**src/hw/rtl/rv32i_op_imm_execute_defines.svh**
```systemverilog
// Assertion helpers shared by the RTL. Checks vanish when SYNTHESIS is defined.
`ifndef RV32I_OP_IMM_EXECUTE_DEFINES_SVH
`define RV32I_OP_IMM_EXECUTE_DEFINES_SVH
`ifndef SYNTHESIS
// Property must hold at every clock edge out of reset.
`define RVOPI_ASSERT(label, clk, rst_n, prop) \
    label: assert property (@(posedge clk) disable iff (!(rst_n)) (prop)) \
        else $error("rvopi check failed");
// Consequent must hold in the same cycle as the antecedent.
`define RVOPI_ASSERT_IMP(label, clk, rst_n, ante, cons) \
    label: assert property (@(posedge clk) disable iff (!(rst_n)) (ante) |-> (cons)) \
        else $error("rvopi check failed");
`else
`define RVOPI_ASSERT(label, clk, rst_n, prop)
`define RVOPI_ASSERT_IMP(label, clk, rst_n, ante, cons)
`endif
`endif

```
**src/hw/rtl/rvopi_pkg.sv**
```systemverilog
package rvopi_pkg;

    localparam int XLEN        = 32;
    localparam int REG_IDX_W   = 5;
    localparam int IMM_W       = 12;
    localparam int SHAMT_W     = 5;
    localparam int QUEUE_DEPTH = 2;
    localparam int QPTR_W      = $clog2(QUEUE_DEPTH);
    localparam int QCNT_W      = $clog2(QUEUE_DEPTH + 1);

    typedef enum logic [2:0] {
        F3_ADDI  = 3'd0,
        F3_SLLI  = 3'd1,
        F3_SLTI  = 3'd2,
        F3_SLTIU = 3'd3,
        F3_XORI  = 3'd4,
        F3_SRXI  = 3'd5,
        F3_ORI   = 3'd6,
        F3_ANDI  = 3'd7
    } t_funct3;

    // Decoded operation handed from the front end to the execute side
    typedef struct packed {
        logic [REG_IDX_W-1:0] rd;
        logic [REG_IDX_W-1:0] rs1;
        logic                 src_ok;
        logic                 wr_en;
        t_funct3              funct3;
        logic                 arith;
        logic [XLEN-1:0]      imm;
    } t_op;

    typedef struct packed {
        logic empty;
        logic full;
    } t_q_stat;

endpackage

```
**src/hw/rtl/rvopi_front.sv**
```systemverilog
module rvopi_front #(
    parameter int REGISTER_COUNT = 32
) (
    input  logic                        i_valid,
    input  logic [31:0]                 i_instruction,
    output logic                        o_stall,
    input  rvopi_pkg::t_q_stat          i_q_stat,
    output logic                        o_push,
    output rvopi_pkg::t_op              o_op
);

    logic [rvopi_pkg::REG_IDX_W-1:0] rd;
    logic [rvopi_pkg::REG_IDX_W-1:0] rs1;

    assign rd  = i_instruction[11:7];
    assign rs1 = i_instruction[19:15];

    assign o_stall = i_q_stat.full;
    assign o_push  = i_valid && !i_q_stat.full;

    always_comb begin
        o_op.rd     = rd;
        o_op.rs1    = rs1;
        // x0 and out-of-range sources read as zero
        o_op.src_ok = (rs1 != '0) && (int'(rs1) < REGISTER_COUNT);
        o_op.wr_en  = (rd != '0) && (int'(rd) < REGISTER_COUNT);
        o_op.funct3 = rvopi_pkg::t_funct3'(i_instruction[14:12]);
        o_op.arith  = i_instruction[30];
        o_op.imm    = {{(rvopi_pkg::XLEN - rvopi_pkg::IMM_W){i_instruction[31]}},
                       i_instruction[31:20]};
    end

endmodule

```
**src/hw/rtl/rvopi_queue.sv**
```systemverilog
`include "rv32i_op_imm_execute_defines.svh"

module rvopi_queue (
    input  logic               i_clk,
    input  logic               i_rst_n,
    input  logic               i_push,
    input  rvopi_pkg::t_op     i_op,
    input  logic               i_pop,
    output rvopi_pkg::t_op     o_op,
    output rvopi_pkg::t_q_stat o_stat
);

    rvopi_pkg::t_op                   r_mem [rvopi_pkg::QUEUE_DEPTH];
    logic [rvopi_pkg::QPTR_W-1:0]     r_wptr, n_wptr;
    logic [rvopi_pkg::QPTR_W-1:0]     r_rptr, n_rptr;
    logic [rvopi_pkg::QCNT_W-1:0]     r_count, n_count;

    function automatic logic [rvopi_pkg::QPTR_W-1:0] ptr_inc(
        input logic [rvopi_pkg::QPTR_W-1:0] p
    );
        if (p == rvopi_pkg::QPTR_W'(rvopi_pkg::QUEUE_DEPTH - 1)) begin
            return '0;
        end
        return p + rvopi_pkg::QPTR_W'(1);
    endfunction

    assign o_stat.empty = (r_count == '0);
    assign o_stat.full  = (r_count == rvopi_pkg::QCNT_W'(rvopi_pkg::QUEUE_DEPTH));
    assign o_op         = r_mem[r_rptr];

    always_comb begin
        n_wptr  = i_push ? ptr_inc(r_wptr) : r_wptr;
        n_rptr  = i_pop  ? ptr_inc(r_rptr) : r_rptr;
        n_count = r_count;
        if (i_push && !i_pop) begin
            n_count = r_count + rvopi_pkg::QCNT_W'(1);
        end else if (i_pop && !i_push) begin
            n_count = r_count - rvopi_pkg::QCNT_W'(1);
        end
    end

    always_ff @(posedge i_clk) begin
        if (!i_rst_n) begin
            r_wptr  <= '0;
            r_rptr  <= '0;
            r_count <= '0;
        end else begin
            r_wptr  <= n_wptr;
            r_rptr  <= n_rptr;
            r_count <= n_count;
        end
    end

    always_ff @(posedge i_clk) begin
        if (i_push) begin
            r_mem[r_wptr] <= i_op;
        end
    end

    `RVOPI_ASSERT(a_count_bound, i_clk, i_rst_n, r_count <= rvopi_pkg::QCNT_W'(rvopi_pkg::QUEUE_DEPTH))
    `RVOPI_ASSERT_IMP(a_no_overflow, i_clk, i_rst_n, o_stat.full, !i_push)
    `RVOPI_ASSERT_IMP(a_no_underflow, i_clk, i_rst_n, o_stat.empty, !i_pop)

endmodule

```
**src/hw/rtl/rvopi_back.sv**
```systemverilog
`include "rv32i_op_imm_execute_defines.svh"

module rvopi_back #(
    parameter int REGISTER_COUNT = 32
) (
    input  logic                     i_clk,
    input  logic                     i_rst_n,
    input  rvopi_pkg::t_op           i_op,
    input  rvopi_pkg::t_q_stat       i_q_stat,
    output logic                     o_pop,
    output logic                     o_valid,
    input  logic                     i_stall,
    output logic [4:0]               o_dest_index,
    output logic [31:0]              o_write_value,
    output logic                     o_write_done
);

    localparam int IDX_W = $clog2(REGISTER_COUNT);

    logic [rvopi_pkg::XLEN-1:0]    r_rf [REGISTER_COUNT];
    logic                          r_valid, n_valid;
    logic [4:0]                    r_dest;
    logic [rvopi_pkg::XLEN-1:0]    r_value;
    logic                          r_done;

    logic [rvopi_pkg::XLEN-1:0]    src;
    logic [rvopi_pkg::XLEN-1:0]    result;
    logic [rvopi_pkg::SHAMT_W-1:0] shamt;

    // Advance when the output register is free or being drained
    assign o_pop = !i_q_stat.empty && (!r_valid || !i_stall);

    assign src   = i_op.src_ok ? r_rf[i_op.rs1[IDX_W-1:0]] : '0;
    assign shamt = i_op.imm[rvopi_pkg::SHAMT_W-1:0];

    always_comb begin
        case (i_op.funct3)
            rvopi_pkg::F3_ADDI:  result = src + i_op.imm;
            rvopi_pkg::F3_SLLI:  result = src << shamt;
            rvopi_pkg::F3_SLTI:  result = rvopi_pkg::XLEN'($signed(src) < $signed(i_op.imm));
            rvopi_pkg::F3_SLTIU: result = rvopi_pkg::XLEN'(src < i_op.imm);
            rvopi_pkg::F3_XORI:  result = src ^ i_op.imm;
            rvopi_pkg::F3_SRXI: begin
                if (i_op.arith) begin
                    result = $unsigned($signed(src) >>> shamt);
                end else begin
                    result = src >> shamt;
                end
            end
            rvopi_pkg::F3_ORI:   result = src | i_op.imm;
            rvopi_pkg::F3_ANDI:  result = src & i_op.imm;
            default:             result = '0;
        endcase
    end

    always_comb begin
        n_valid = r_valid;
        if (o_pop) begin
            n_valid = 1'b1;
        end else if (!i_stall) begin
            n_valid = 1'b0;
        end
    end

    always_ff @(posedge i_clk) begin
        if (!i_rst_n) begin
            r_valid <= 1'b0;
            for (int i = 0; i < REGISTER_COUNT; i++) begin
                r_rf[i] <= '0;
            end
        end else begin
            r_valid <= n_valid;
            if (o_pop && i_op.wr_en) begin
                r_rf[i_op.rd[IDX_W-1:0]] <= result;
            end
        end
    end

    always_ff @(posedge i_clk) begin
        if (o_pop) begin
            r_dest  <= i_op.rd;
            r_value <= i_op.wr_en ? result : '0;
            r_done  <= i_op.wr_en;
        end
    end

    assign o_valid       = r_valid;
    assign o_dest_index  = r_dest;
    assign o_write_value = r_value;
    assign o_write_done  = r_done;

    `RVOPI_ASSERT(a_x0_zero, i_clk, i_rst_n, r_rf[0] == '0)
    `RVOPI_ASSERT_IMP(a_skip_zero, i_clk, i_rst_n, r_valid && !r_done, r_value == '0)
    `RVOPI_ASSERT_IMP(a_out_hold, i_clk, i_rst_n, r_valid && i_stall, !o_pop)

endmodule

```
**src/hw/rtl/rv32i_op_imm_execute.sv**
```systemverilog
// RV32I register-immediate execute block: each accepted instruction word is decoded
// (rd, rs1, funct3, sign-extended immediate) into a two-entry queue, then executed
// against a REGISTER_COUNT-entry register file and reported as one result. Sustained
// rate is one instruction per cycle while i_stall is low. An instruction passes the
// queue slot, then the output register, before its result is valid; register read
// and ALU are combinational, and write-back is made with the load of the output
// register in the execute side. Shifts use immediate bits 4..0, bit 30
// picks srai over srli, x0 and indexes at or above REGISTER_COUNT read as zero and are
// never written (write_done low, write_value zero). Reset clears the register file at
// once; there is no clearing pass. The opcode field is not checked.
module rv32i_op_imm_execute #(
    parameter int REGISTER_COUNT = 32
) (
    input  logic        i_clk,
    input  logic        i_rst_n,
    input  logic        i_valid,
    input  logic [31:0] i_instruction,
    output logic        o_stall,
    output logic        o_valid,
    input  logic        i_stall,
    output logic [4:0]  o_dest_index,
    output logic [31:0] o_write_value,
    output logic        o_write_done
);

    rvopi_pkg::t_op     front_op;
    rvopi_pkg::t_op     queue_op;
    rvopi_pkg::t_q_stat q_stat;
    logic               push;
    logic               pop;

    rvopi_front #(
        .REGISTER_COUNT(REGISTER_COUNT)
    ) u_front (
        .i_valid       (i_valid),
        .i_instruction (i_instruction),
        .o_stall       (o_stall),
        .i_q_stat      (q_stat),
        .o_push        (push),
        .o_op          (front_op)
    );

    rvopi_queue u_queue (
        .i_clk   (i_clk),
        .i_rst_n (i_rst_n),
        .i_push  (push),
        .i_op    (front_op),
        .i_pop   (pop),
        .o_op    (queue_op),
        .o_stat  (q_stat)
    );

    rvopi_back #(
        .REGISTER_COUNT(REGISTER_COUNT)
    ) u_back (
        .i_clk         (i_clk),
        .i_rst_n       (i_rst_n),
        .i_op          (queue_op),
        .i_q_stat      (q_stat),
        .o_pop         (pop),
        .o_valid       (o_valid),
        .i_stall       (i_stall),
        .o_dest_index  (o_dest_index),
        .o_write_value (o_write_value),
        .o_write_done  (o_write_done)
    );

endmodule
```
**config.mk**
```make
export PLATFORM = sky130hd
export DESIGN_NAME = rv32i_op_imm_execute
export DESIGN_NICKNAME = d
export VERILOG_FILES = /design/src/hw/rtl/rvopi_pkg.sv /design/src/hw/rtl/rvopi_front.sv /design/src/hw/rtl/rvopi_queue.sv /design/src/hw/rtl/rvopi_back.sv /design/src/hw/rtl/rv32i_op_imm_execute.sv
export VERILOG_INCLUDE_DIRS = /design/src /design/src/hw/rtl
export SDC_FILE = /design/constraint.sdc
export NUM_CORES = 2
export LEC_CHECK = 0
export ABC_AREA = 1
export CAP_MARGIN = 10
export CORE_ASPECT_RATIO = 1.1
export CORE_UTILIZATION = 45
export CTS_BUF_LIST = sky130_fd_sc_hd__clkbuf_16
export DETAILED_ROUTE_END_ITERATION = 6
export DONT_BUFFER_PORTS = 1
export SLEW_MARGIN = 20
export SYNTH_ARGS = -nofsm -noshare
export SYNTH_HDL_FRONTEND = slang
export SYNTH_SLANG_ARGS = --single-unit
```
**constraint.sdc**
```tcl
create_clock -name i_clk -period 16.5 [get_ports i_clk]
set_input_delay 3.3 -clock i_clk [delete_from_list [all_inputs] [get_ports i_clk]]
set_output_delay 3.3 -clock i_clk [all_outputs]
set_load 0.005 [all_outputs]
```
==> impl_metrics.yaml <==
outcome:
  status: "completed"
global_route:
  overflow: 0
  grt_max_degree: 162
  grt_pass1_wl_um: 296500
  grt_use_total_pct: 30.17
  grt_pass1_vias: 44600
  antenna_found_initial: 2
critical_path:
  worstPathArrival_ns: 9.56
  crit_path_end_kind: "flop"
  crit_slowest_cell: "nand3b_2"
  crit_path_max_fanout: 127
  cp_slowest_stage_delay_ns: 0.89
  startpoint_type: "flop"
  cpMostUsedCell: "nand2_1"
  required_ns: 17.03
  crit_type: "reg -> reg"
detailed_routing:
  drc: 0
  via_count: 47500
  vias_per_cell: 5.618
  drt-wirelength-per-cell_um: 24.12
  antenna_left: 0
  drt_first_iter_violations: 5986
  postRouteWirelength_um: 204000
  firstDrtPassIters: 6
cts:
  cts_tree: "done"
  clock-root-buffer: "clkbuf_16"
  worstSkewPairLatency_ns: 0.80
  htreeDepth: 3
  cts_setup_buffers: 0
  cts_buffer_depth: 3
  clkSinkCount: 1122
  cts_buffers: 116
  clk_pin_slew_worst_paths_ns: 0.06
  cts_hold_buf: 0
  cts_resized: 0
logic_synthesis:
  syn-instance-count: 6834
  synth.cell_area_um2: 59510
  synth_edf_count: 1116
  ys_seq_elements: 1122
  synth-main-ff-cell: "edfxtp_1"
  synth_cell_types: 47
  syn_nets: 6969
  synthArstFlopShare_pct: 0
  seq_area_frac_synth_pct: 56.52
  avgSynthCellArea_um2: 8.707
  yosysWarningCount: 0
floorplan:
  die_y_um: 383.4
  core_area_um2: 130800
  start_util_pct: 45.50
  ios: 76
  rows: 139
  die_w_um: 348.7
  design.die.area_um2: 133700
final_layout:
  area_delta_synth_final_pct: 7.614
  multi_input_area_um2: 20650
  insertedDiodeCount: 0
  fin_util_pct: 48.96
  nets: 6745
  seq_area_um2: 33630
  fillers: 12390
  layout-drive-gt1-share_pct: 6.006
placed_design:
  globalplace.congestion: 0.9566
  port_buffers: 0
  place_hpwl_um: 122200
sta:
  timing.final.crit_share_pct: 54.75
  skew_ns: 0.06211
  hold_viol_final: 0
  rsz0062_at_grt: "no"
  tns_ns: 0
  relSlewSlack_pct: 22.36
  min_period_ns: 9.034
  tightest_slew_ns: 1.161
  max_freq_mhz: 110.7
  setup_viol: 0
  slew_viol_final: 0
pwr:
  powerDensity_nw_per_um2: 199.0
  p_leak_uw: 0.02883
  ir_drop_mv: 0.1706
flow_run:
  cap_violations: 0
min_path:
  min_path_type: "reg -> reg"
final timing paths:
path                  start                   to  slack (ns)  cells past startpoint
max                    flop  u_back.r_rf[26][18]        7.47                     33
min          u_queue.r_rptr                 flop        0.45                      1
max reg2reg            flop  u_back.r_rf[26][18]        7.47                     33
min reg2reg  u_queue.r_rptr                 flop        0.45                      1
flip-flops by register name (all words and copies together), names as in the netlist, named ones only:
| signal | cells |
|---|---|
| u_queue.r_mem | 54 |
| u_queue.r_rptr | 1 |
| u_queue.r_count | 2 |
| u_back.o_write_done | 1 |
| u_back.o_write_value | 32 |
| u_back.o_dest_index | 5 |
| u_back.r_rf | 1024 |
| u_queue.r_wptr | 1 |
| u_back.o_valid | 1 |
metal layers:
metal | up-vias | GRT usage, % | part of all wire, %
met5 | - | 0 | 0.0064
met4 | 2 | 14.76 | 5.2
met3 | 396 | 5.157 | 9.1
met2 | 2367 | 48.31 | 46
met1 | 22750 | 39.70 | 39
li1 | 21990 | - | -
synthesized netlist by cell type, drive strengths merged, types with 4 or more instances:
cell	number	area, um2
a21boi	4	30.03
a21oi	153	765.7
a221oi	16	140.1
a22oi	6	45.04
a31oi	4	25.02
buf	376	2212
clkbuf	102	382.9
dfxtp	6	120.1
edfxtp	1116	33510
ha	98	1226
inv	753	2826
nand2	2064	7833
nand3	1387	7032
nand4	9	68.81
nor2	561	2128
nor3	8	40.04
nor4	6	37.54
o2111ai	4	35.03
o211ai	9	67.56
o21ai	89	475.5
o221ai	8	70.07
or2	16	100.1
xor2	16	140.1
critical path, delay by kind of cell, from the launching register on:
family	cells	cell delay, ns
DFF	1	0.31
AOI/OAI and AO/OA	7	1.52
adders and majority gates	2	0.61
and+or+nand+nor	17	3.94
buffers and inverters	7	2.21
power by group:
| part | internal (uW) | leakage [uW] | switching, uW |
|---|---|---|---|
| registers | 3400 | 0.0115 | 69.0 |
| clock network | 1360 | 0.00184 | 1150 |
| logic | 1480 | 0.0155 | 5290 |
| total | 6240 | 0.0288 | 6500 |
through the flow:
| stage | area, um2 | power [uW] | setup WS, ns | cells | hold WS, ns |
|---|---|---|---|---|---|
| floorplan | 59510 | 7784 | 9.866 | 6834 | 0.4258 |
| global placement | 60430 | 10100 | 7.568 | 8252 | 0.4313 |
| detailed placement | 60430 | 10140 | 7.601 | 8252 | 0.4430 |
| CTS | 63980 | 12640 | 7.566 | 8453 | 0.4537 |
| global route | 64040 | 13320 | 6.752 | 8455 | 0.4828 |
| finish | 64040 | 12740 | 7.466 | 8455 | 0.4520 |
cell usage in the layout (no fill, tap or decap), types with 4 or more instances in the layout:
cell       synthesis  routed
nand2_4            4       4
o2111ai_1          4       4
nor2_1           554     552
a21oi_1          153     153
dfxtp_1            6       5
bufinv_16          0       6
o21ai_1           18      13
ha_1              98      98
a21boi_0           4       4
buf_4             92     126
nor2_4             1       5
xor2_1            16      16
clkinv_16          0       4
a22oi_1            6       6
clkbuf_16          0     116
nand3_1         1369    1367
clkinv_1           3      27
o211ai_1           9       9
nor4_1             6       6
nor3_1             8       7
nand2_1         2038    2024
nand3_2           18      20
nand2_2           22      34
inv_1            744     770
o21ai_4            0      10
o221ai_1           8       8
or2_2             16      16
inv_2              9      11
clkinv_2           0      16
edfxtp_1        1116    1116
a31oi_1            4       4
nand4_1            7       7
a221oi_1          16      16
o21ai_2            8       5
buf_12             0       9
nor2_2             6       4
o21ai_0           63      61
kinds of logic after synthesis:
family | synth area share [%]
buf+inv | 9.130
xor+xnor | 0.2355
mux | 0.03364
compound gates | 2.998
flops | 56.52
simple gates | 28.99
fa+ha+maj | 2.094
cell type report:
cell class | count | share of cell area [%]
Inverter | 756 | 4.435
Clock buffer | 116 | 4.533
Tap cell | 1762 | 3.443
Timing Repair Buffer | 136 | 1.801
Clock inverter | 85 | 1.012
Multi-Input combinational cell | 4478 | 32.25
Sequential cell | 1122 | 52.52
Note: power is estimated with default switching activity, not from simulation.
